## config.mk

```make
export PLATFORM = sky130hd
export DESIGN_NAME = kcbs_fifo
export DESIGN_NICKNAME = d
export VERILOG_FILES = /design/src/rtl/kcbs_fifo.sv
export SDC_FILE = /design/constraint.sdc
export NUM_CORES = 1
export LEC_CHECK = 0
export ABC_AREA = 0
export BUFFER_PORTS_ARGS = -buffer_cell sky130_fd_sc_hd__buf_2
export CAP_MARGIN = 20
export CORE_MARGIN = 4
export CORE_UTILIZATION = 45
export CTS_BUF_LIST = sky130_fd_sc_hd__clkbuf_8 sky130_fd_sc_hd__clkbuf_16
export DETAILED_ROUTE_END_ITERATION = 16
export GPL_TIMING_DRIVEN = 1
export PLACE_DENSITY = 0.72
export REMOVE_ABC_BUFFERS = 1
export SLEW_MARGIN = 20
export SYNTH_ARGS = -nofsm -noshare
export SYNTH_HDL_FRONTEND = slang
export SYNTH_SLANG_ARGS = --single-unit
```

## constraint.sdc

```tcl
create_clock -name i_clk -period 2.3 [get_ports i_clk]
set_input_delay 0.46 -clock i_clk [delete_from_list [all_inputs] [get_ports i_clk]]
set_output_delay 0.46 -clock i_clk [all_outputs]
set_load 0.1 [all_outputs]
```

## src/rtl/kcbs_fifo.sv

```systemverilog
// Small register queue between the request front end and the table engine.
module kcbs_fifo #(
    parameter int DATA_W = 8,
    parameter int DEPTH  = 4
) (
    input  logic              i_clk,
    input  logic              i_rst_n,
    input  logic              i_push,
    input  logic [DATA_W-1:0] i_data,
    input  logic              i_pop,
    output logic [DATA_W-1:0] o_data,
    output logic              o_not_empty,
    output logic              o_full
);

    localparam int PTR_W = (DEPTH > 1) ? $clog2(DEPTH) : 1;
    localparam int CNT_W = $clog2(DEPTH + 1);

    logic [DATA_W-1:0] r_mem [DEPTH];
    logic [PTR_W-1:0]  r_wr_ptr;
    logic [PTR_W-1:0]  r_rd_ptr;
    logic [CNT_W-1:0]  r_count;

    logic do_push;
    logic do_pop;

    assign o_full      = (r_count == CNT_W'(DEPTH));
    assign o_not_empty = (r_count != '0);
    assign o_data      = r_mem[r_rd_ptr];
    assign do_push     = i_push && !o_full;
    assign do_pop      = i_pop && o_not_empty;

    always_ff @(posedge i_clk) begin
        if (do_push) begin
            r_mem[r_wr_ptr] <= i_data;
        end
    end

    always_ff @(posedge i_clk) begin
        if (!i_rst_n) begin
            r_wr_ptr <= '0;
            r_rd_ptr <= '0;
            r_count  <= '0;
        end else begin
            if (do_push) begin
                r_wr_ptr <= (r_wr_ptr == PTR_W'(DEPTH - 1)) ? '0 : r_wr_ptr + 1'b1;
            end
            if (do_pop) begin
                r_rd_ptr <= (r_rd_ptr == PTR_W'(DEPTH - 1)) ? '0 : r_rd_ptr + 1'b1;
            end
            if (do_push && !do_pop) begin
                r_count <= r_count + 1'b1;
            end else if (!do_push && do_pop) begin
                r_count <= r_count - 1'b1;
            end
        end
    end

endmodule

```

==> results.toml <==
[global_route]
grt_use_total_pct = 13.15
antenna_found_initial = 0
grt_pass1_wl_um = 4250
grt_overflow = 0
grt_pass1_vias = 911
grt_max_degree = 14

[routing]
via_per_inst = 5.054
drcViolationCount = 0
drt_iter0_drc = 37
via_count = 844
postRouteAntennaNets = 0
wl_per_cell_um = 15.24
drtPass1Iterations = 4
wirelength_um = 2545

[clock_network]
cts.htree.levels = 2
cts_setup_buffers = 0
clk_pin_slew_worst_paths_ns = 0.08
clock_latency_ns = 0.29
cts-root-buf = "clkbuf_8"
cts_sinks = 41
cts_buffers = 5
tritoncts = "done"
cts_buffer_depth = 2

[placed_design]
gp_congestion = 0.6208
pre_cts_slack_ns = 0.1693
port_buffers = 21
dp_hpwl_um = 1780
placedCellCount = 159

[layout]
final_net_count = 139
area_growth_pct = 15.94
fillers = 284
multi_input_area_um2 = 467.9
drive_gt1_share_pct = 36.36
stdcell_count = 167
final-seq-area_um2 = 1142
antennaDiodeCount = 0
fin_util_pct = 55.42

[die]
die_width_um = 68.24
die_area_um2 = 4656
rows = 21
start_util_pct = 47.80
fp.dieH_um = 68.24
ios = 22
core-area_um2 = 3416

[power]
power_density_nw_per_um2 = 1324
p_leak_nw = 0.6926
vdd_drop_max_v = 0.0008597

[synthesis]
synth_fa_ha_area_share_pct = 5.824
synth_top_family_by_area = "multiplexers"
synth_mux_area_share_pct = 12.87
ys_types = 23
yosys_warnings = 0
yosys.area_share.simple_pct = 6.743
syn-instance-count = 93
syn_avg_cell_area_um2 = 17.56
synth-seq-cells = 41
ys_seq_area_share_pct = 69.89
synth_xor_xnor_area_share_pct = 1.073
syn-cell-area_um2 = 1633
synth-compound-area-share_pct = 1.839

[worst_setup_path]
r2r_setup_slack_ns = 0.21
arrival_ns = 2.30
required_ns = 2.52
cp_cell_sequence = "o31ai_2 -> ha_1 -> inv_1 -> fa_1 -> xor2_1 -> or3_1 -> a21boi_0"
cp_max_fo = 5
crit_type = "register to register"
crit_slowest_cell = "dfxtp_1"
start_kind = "register"
rr_endpoint = "r_count[2]"
r2r_start = "r_count[1]"
end_kind = "register"
slowest_delay_ns = 0.38
rr_worst_depth = 7

[timing]
setup_violations = 0
min_period_over_period_pct = 90.73
drv_slew = 0
rsz0062_at_grt = "no"
slew_headroom_pct = 67.47
setup_ws_ns = 0.2132
fmax_mhz = 479.2
min_period_ns = 2.087
worstMarginPinSlew_ns = 0.4913
skew_ns = 0.005901
hold_ws_ns = 0.3857
final_hold_viol_count = 0

[flow_run]
cap_viol_max_count = 0

[hold_path]
hold_class = "input port to register"
hp-start = "i_data[5]"
min_to = "r_mem[0][5]"
min_path_cells = 1

[outcome]
status = "finished, final reports clean"
-- flip-flops by register name (all words and copies together) (netlist names), named ones only --
signal	flops
r_mem	32
r_count	3
r_rd_ptr	2
r_wr_ptr	2
-- cell type report --
type / instances / area share [%]
clock buffer: 5 / 3.635
clock inverter: 3 / 0.9253
inverter: 3 / 0.5948
timing repair buffer: 24 / 6.742
multi-input combinational: 45 / 24.72
tap: 46 / 3.040
sequential: 41 / 60.34
-- worst max-delay path, delay by kind of cell, from the launching register on --
family | cells | cell delay, ns
compound gates | 2 | 0.50
flops | 1 | 0.38
xor+xnor | 1 | 0.16
fa+ha+maj | 2 | 0.62
buf+inv | 1 | 0.06
simple gates | 1 | 0.30
-- cells in the mapped netlist, drive strengths merged --
master  number  area [um^2]
edfxtp      32        960.9
dfxtp        9        180.2
mux4         8        180.2
ha           6        75.07
nand2        6        22.52
and2         5        31.28
buf          3        13.76
inv          3        11.26
mux2i        3        30.03
o21ai        3        15.01
nand3        2        10.01
nor2         2        7.510
nor2b        2        12.51
or3          2        13.77
a21boi       1        7.510
clkbuf       1        3.750
fa           1        20.02
nor3b        1        12.51
o31ai        1        7.510
xnor2        1        8.760
xor2         1        8.760
-- power breakdown --
group	leakage, nW	total, W	internal (W)	switching, W
Clock	0.0439	0.000447	0.000209	0.000238
Sequential	0.368	0.000984	0.000913	0.0000710
Combinational	0.281	0.00108	0.000277	0.000799
Total	0.693	0.00251	0.00140	0.00111
-- cells in the final DEF, fill, tap and decap left out, types with 2 or more instances in the layout --
| master | n |
|---|---|
| edfxtp_1 | 32 |
| buf_2 | 21 |
| mux4_2 | 8 |
| dfxtp_1 | 8 |
| nand2_1 | 6 |
| ha_1 | 6 |
| and2_1 | 5 |
| clkbuf_8 | 5 |
| inv_1 | 3 |
| mux2i_1 | 3 |
| o21ai_0 | 3 |
| buf_4 | 3 |
| nor2b_1 | 2 |
| nor2_1 | 2 |
| nand3_1 | 2 |
| clkinv_2 | 2 |
-- per-stage QoR --
| stage | instance area, um^2 | TNS, ns | power (W) |
|---|---|---|---|
| 2_1_floorplan | 1615 | -10.53 | 0.001892 |
| 3_3_place_gp | 1800 | 0 | 0.002058 |
| 3_5_place_dp | 1800 | 0 | 0.002079 |
| 4_1_cts | 1887 | 0 | 0.002534 |
| 5_1_grt | 1893 | 0 | 0.002630 |
| 6_report | 1893 | 0 | 0.002507 |
-- worst max path at each step --
| stage | start | endpoint | slack [ns] | cells past startpoint |
|---|---|---|---|---|
| finish | r_count[1] | r_count[2] | 0.21 | 7 |
| global route | r_count[1] | r_count[2] | 0.01 | 8 |
| CTS | r_count[0] | r_count[2] | 0.17 | 7 |
| detailed placement | r_count[0] | r_count[2] | 0.17 | 7 |
| global placement | i_push | r_count[2] | 0.32 | 8 |
| floorplan | r_count[1] | r_count[2] | -0.76 | 8 |
-- layer usage --
metal  routed length (um)  up-vias  global-route usage [%]
li1                     -      403                       -
met1                  937      413                   13.90
met3                  172        6                   5.090
met4                   53        0                   5.955
met2                 1381       22                   22.98
met5                    0        -                       0
-- kinds of logic (layout without fill, tap and decap cells) --
logic type | after synthesis | after routing
simple gates | 20 | 20
compound gates | 5 | 5
fa+ha+maj | 7 | 7
flops | 41 | 41
mux | 11 | 11
buf+inv | 7 | 35
xor+xnor | 2 | 2
-- what timing repair did --
action / in CTS / in global routing
resized for setup: 0 / 2
setup endpoints to repair: 0 / 1
hold buffers: 0 / 0
Power figures use the tool's default switching activity.
