$ cat config.mk
export PLATFORM = sky130hd
export DESIGN_NAME = kcbs_front
export DESIGN_NICKNAME = d
export VERILOG_FILES = /design/src/rtl/kcbs_pkg.sv /design/src/rtl/kcbs_front.sv
export SDC_FILE = /design/constraint.sdc
export NUM_CORES = 1
export LEC_CHECK = 0
export BUFFER_PORTS_ARGS = -buffer_cell sky130_fd_sc_hd__buf_2
export CAP_MARGIN = 0
export CORE_MARGIN = 8
export CORE_UTILIZATION = 49
export DETAILED_ROUTE_END_ITERATION = 10
export PLACE_DENSITY_LB_ADDON = 0.25
export SYNTH_ARGS = -nofsm -noshare
export SYNTH_HDL_FRONTEND = slang
export SYNTH_SLANG_ARGS = --single-unit
export TNS_END_PERCENT = 1
$ cat constraint.sdc
create_clock -name i_clk -period 2.3 [get_ports i_clk]
set_input_delay 0.23 -clock i_clk [delete_from_list [all_inputs] [get_ports i_clk]]
set_output_delay 0.23 -clock i_clk [all_outputs]
set_load 0.01 [all_outputs]
$ cat src/rtl/kcbs_pkg.sv
// Shared types and constants of the strand-symmetric k-mer counter.
package kcbs_pkg;

    localparam int OP_W    = 2;
    localparam int BASE_W  = 2;
    localparam int IDX_W   = 12;
    localparam int ORDER_W = 3;
    localparam int FILL_W  = 3;
    localparam int TOTAL_W = 32;

    localparam logic [OP_W-1:0] OP_FEED  = 2'd0;
    localparam logic [OP_W-1:0] OP_READ  = 2'd1;
    localparam logic [OP_W-1:0] OP_CLEAR = 2'd2;

    localparam logic [ORDER_W-1:0] ORDER_RESET = 3'd5;

    localparam logic [BASE_W-1:0] BASE_C = 2'd1;
    localparam logic [BASE_W-1:0] BASE_G = 2'd2;

    typedef enum logic [1:0] {
        CMD_BUMP,
        CMD_READ,
        CMD_CLEAR
    } t_cmd_kind;

    typedef struct packed {
        t_cmd_kind            kind;
        logic [TOTAL_W-1:0]   gc_total;
        logic [TOTAL_W-1:0]   base_total;
    } t_cmd_hdr;

endpackage

$ cat src/rtl/kcbs_front.sv
// Front end: takes requests, keeps rolling windows and base totals, queues table commands.
module kcbs_front import kcbs_pkg::*; #(
    parameter int MAX_ORDER = 5,
    parameter int ADDR_W    = 12
) (
    input  logic               i_clk,
    input  logic               i_rst_n,
    input  logic               i_valid,
    output logic               o_ready,
    input  logic [OP_W-1:0]    i_operation,
    input  logic [BASE_W-1:0]  i_base,
    input  logic               i_last_base,
    input  logic [IDX_W-1:0]   i_entry_index,
    input  logic               i_cfg_valid,
    output logic               o_cfg_ready,
    input  logic [ORDER_W-1:0] i_cfg_model_order,
    input  logic               i_space,
    output logic               o_push,
    output t_cmd_hdr           o_hdr,
    output logic [ADDR_W-1:0]  o_addr_a,
    output logic [ADDR_W-1:0]  o_addr_b
);

    localparam int DIG = ADDR_W / 2;
    localparam int K_W = ORDER_W + 1;

    logic [ORDER_W-1:0] r_order;
    logic [FILL_W-1:0]  r_fill;
    logic [ADDR_W-1:0]  r_fw;
    logic [ADDR_W-1:0]  r_rc;
    logic [TOTAL_W-1:0] r_gc_total;
    logic [TOTAL_W-1:0] r_base_total;

    logic [ORDER_W-1:0] ord;
    logic [K_W-1:0]     k;
    logic [ADDR_W-1:0]  fw_sh;
    logic [ADDR_W-1:0]  rc_sh;
    logic [ADDR_W-1:0]  n_fw;
    logic [ADDR_W-1:0]  n_rc;
    logic               accept;
    logic               window_full;
    logic               is_gc;

    assign o_ready     = i_space;
    assign o_cfg_ready = 1'b1;
    assign accept      = i_valid && o_ready;
    assign window_full = (r_fill >= ord);
    assign is_gc       = (i_base == BASE_C) || (i_base == BASE_G);

    always_comb begin
        ord = r_order;
        if (ord == '0) begin
            ord = ORDER_W'(1);
        end
        if (ord > ORDER_W'(MAX_ORDER)) begin
            ord = ORDER_W'(MAX_ORDER);
        end
        k     = K_W'(ord) + 1'b1;
        fw_sh = {r_fw[ADDR_W-3:0], i_base};
        rc_sh = {2'b00, r_rc[ADDR_W-1:2]};
        for (int j = 0; j < DIG; j++) begin
            if (K_W'(j) < k) begin
                n_fw[2*j +: 2] = fw_sh[2*j +: 2];
                n_rc[2*j +: 2] = (K_W'(j) == k - 1'b1) ? ~i_base : rc_sh[2*j +: 2];
            end else begin
                n_fw[2*j +: 2] = 2'b00;
                n_rc[2*j +: 2] = 2'b00;
            end
        end
    end

    always_comb begin
        o_push = 1'b0;
        o_hdr.kind       = CMD_BUMP;
        o_hdr.gc_total   = r_gc_total;
        o_hdr.base_total = r_base_total;
        o_addr_a = ADDR_W'(i_entry_index);
        o_addr_b = n_rc;
        unique case (i_operation)
            OP_FEED: begin
                o_push   = accept && window_full;
                o_addr_a = n_fw;
            end
            OP_READ: begin
                o_push     = accept;
                o_hdr.kind = CMD_READ;
            end
            OP_CLEAR: begin
                o_push     = accept;
                o_hdr.kind = CMD_CLEAR;
            end
            default: begin
                o_push = 1'b0;
            end
        endcase
    end

    always_ff @(posedge i_clk) begin
        if (!i_rst_n) begin
            r_order      <= ORDER_RESET;
            r_fill       <= '0;
            r_fw         <= '0;
            r_rc         <= '0;
            r_gc_total   <= '0;
            r_base_total <= '0;
        end else begin
            if (accept && i_operation == OP_FEED) begin
                r_fw <= n_fw;
                r_rc <= n_rc;
                if (r_base_total != '1) begin
                    r_base_total <= r_base_total + 1'b1;
                end
                if (is_gc && r_gc_total != '1) begin
                    r_gc_total <= r_gc_total + 1'b1;
                end
                if (i_last_base) begin
                    r_fill <= '0;
                end else if (!window_full) begin
                    r_fill <= r_fill + 1'b1;
                end
            end
            if (i_cfg_valid && o_cfg_ready) begin
                r_order <= i_cfg_model_order;
                r_fill  <= '0;
            end
        end
    end

endmodule

==> impl_results.md <==
- Synth top area cells: dfxtp_1, a21oi_1, nand2_1
- Antenna violations before repair: 0
- VDD IR max: 0.324 mV
- Area growth syn-to-layout: 25.3%
- Worst setup EP type: primary output
- Die X-Extent: roughly 120 µm
- Failing checks: setup timing
- Commonest non-fill, non-tap cell in the layout: buf_2
- Slowest CP cell: dfxtp_2
- Final slew viol count: 0
- Post-route ant nets: 0
- CTS buffer count: 9
- Max-Slew Margin vs Limit: between 50% and 60%
- Fin worst setup slack: -40.1 ps
- Critical Path Source Type: flop
- Initial DRC count: between 300 and 400
- Final Hold Fails: 0
- Area share of fa/ha/maj cells after synthesis: between 3 and 4%
- H-Tree Depth: 3
- Total gr overflow: 0
- Clock sinks: 90
- Ratio of cells with drive above 1 in the final layout: between 20 and 30%
- Most used cell along the critical path: a21o_1
- Worst reg2reg setup slack: about 50 ps
- Reg clk slew, reported paths: 90 ps
- Num rows: 36
- Routability Congestion: about 0.96
- IO Pins: around 120
- Syn Nets: 677
- Largest family of logic cells by synthesized area: simple AND/OR/NAND/NOR gates
- Hold path cells: 3
- Yosys warnings: 0
- Worst Skew: slightly above 9 ps
- Final Cell Area: between 0.006 and 0.007 mm²
- Nets: 821
- HP Start: i_cfg_model_order[0]
- Die Y: ~120 µm
- Skew-Pair Late Insertion Delay: ~350 ps
- Synth top area share: between 30% and 40%
- Worst Hold Endpoint: r_order[0]
- EDFF count, synth: 0
- Vias per cell: 5.82
- Clock Tree Buf Depth: 2
- CP Max Fanout: 3
- Seq cells post-synth: 90
- Cell variety after synth: 53
- Inserted Diodes: 0
- RSZ-0062 raised after global routing: true
- Post-synthesis compound-gate area fraction: 20.0%
- Core Region: approximately 0.0098 mm²
- # port buffers: around 120
- Non-filler cells, final: a little over 900
- Post-DP Area: roughly 0.0059 mm²
- Data arrival, critical path: roughly 2100 ps
- Status: complete, but fails checks
- FFs w/ async S/R, synth: 0%
- R2R cell count: 6
- Critical Path RT: slightly above 2000 ps
- Commonest cells after routing, fill and taps aside: buf_2, dfxtp_1, nand2_1
- First-pass GRT wire length: between 20000 and 25000 µm
- Average wire per standard cell: ~16 µm
- Synthesized area: between 0.004 and 0.005 mm²
- Synth Area per Inst: 7.72 µm²
- CP Cell Sequence: xor2_1, nand2b_1, ha_1, nand2b_4, a21o_1, a21o_1, a21oi_2, nor3_2, buf_2
- Crit Path Category: reg -> out
- Leakage: around 0.0025 µW
- Synth Area in XOR/XNOR: roughly 1.4%
- Max Fclk: 427 MHz
- Final Core Density: 63.1%
- Die footprint: around 0.014 mm²
- PD cells: around 470 mW/mm²
- Starting Density: approximately 50%
- Gate Count Post-Synth: approximately 640
- Final setup vio count: 1
- RR Startpoint: r_gc_total[2]
- Drt pass-1 iters: 5
- Placed Instances: around 900
- CTS tree: yes
- # DRC: 0
- Vias in the first global route: 5106
- Ys flop type: dfxtp_1
- Synth area leader: dfxtp_1
- DP HPWL: roughly 11000 µm
- Tightest Pin Transition: 606 ps
- Reg2reg end: r_gc_total[25]
- Global-route usage over all layers: a little over a fifth
- HP Class: in -> reg
- Post-synthesis mux area share: between 1.5 and 2%
- Hold_buf cts: 0
- Max incr delay on CP: 350 ps
- Final period util: 102%
- Synth Area in Simple Gates: a little over 30%
- Pin count of the biggest net entering global routing: 57
- Tot Pwr: a little under 3000 µW
- Root Driver: clkbuf_8
- DRT Wirelength: between 10000 and 15000 µm
- Sequential area share after synthesis: a little over a third
- Final Critical Period: 2340 ps
- Max-cap viol count: 0
- Total number of vias: between 5000 and 6000
==> synthesized netlist by cell type (all sizes together) (8+ instances only) <==
cell    count
nor3       12
and4        9
nand3      51
inv        31
nor2       22
dfxtp      90
nand2      77
o21ai      51
or4        22
buf         8
a21oi      68
o31ai      21
mux2i       9
clkbuf     27
or3        31
nand2b      9
ha         14
nand4      20
==> through the flow <==
stage               setup TNS (ps)  setup WS (ps)  hold slack [ps]
floorplan                        0           5.39              346
global placement             -99.3          -33.3              442
detailed placement            -413          -90.3              450
CTS                          -52.1          -52.1             96.0
global route                  -562           -165             97.3
finish                       -40.1          -40.1              102
==> critical path: cells and delay by family, from the launching register on <==
family | cells | cell delay, ps
adder cells (fa/ha/maj) | 1 | 290
AND/OR/NAND/NOR | 3 | 330
XOR/XNOR | 1 | 140
flip-flops | 1 | 350
buffers and inverters | 1 | 140
AO/OA/AOI/OAI | 3 | 520
==> kinds of logic after synthesis <==
| group | Yosys count |
|---|---|
| and+or+nand+nor | 282 |
| AOI/OAI and AO/OA | 169 |
| xor gates and xnor gates | 7 |
| DFF | 90 |
| adders and majority gates | 14 |
| muxes | 9 |
| buffers and inverters | 66 |
| other | 1 |
==> power breakdown <==
group          internal, µW  total (µW)  switching (µW)
clock network           496        1060             562
registers              1570        1570            6.22
logic                   111         275             164
==> final cells by class <==
cell class / count / area, µm²
fillers: 872 / 3600
multi-input cells: 482 / 2900
flip-flops and latches: 90 / 1800
repair buffers: 168 / 996
well taps: 133 / 166
clock buffers: 10 / 128
inverters: 31 / 116
clock inverters: 5 / 56.3
==> routing by layer <==
metal | part of all wire (%) | routed length (µm) | global-route usage (%) | vias up
met5 | 0 | 0 | 0 | -
met4 | 1.5 | 214 | 6.66 | 0
met3 | 6.9 | 1010 | 5.17 | 23
met2 | 49 | 7190 | 37.0 | 173
met1 | 42 | 6170 | 25.2 | 2526
li1 | - | - | - | 2626
==> how the worst max path moves through the flow <==
stage	from	slack (ps)	end
4_1_cts	r_order[2]	-50	o_push
3_5_place_dp	i_operation[0]	-90	r_gc_total[29]
5_1_grt	r_order[2]	-160	o_push
2_1_floorplan	i_operation[0]	5	r_gc_total[29]
6_report	r_order[2]	-40	o_push
3_3_place_gp	i_operation[0]	-30	r_gc_total[27]
==> flip-flops by register name, summed over array words and instances, names as in the netlist <==
signal	flops
r_rc	10
r_gc_total	32
r_fw	10
r_order	3
r_fill	3
r_base_total	32
==> what timing repair did <==
item	in CTS	in global routing
pin swaps	4	1
setup buffers	3	0
setup endpoints to repair	3	21
resized for setup	4	9
No activity file was read; power rests on OpenSTA's default activity.
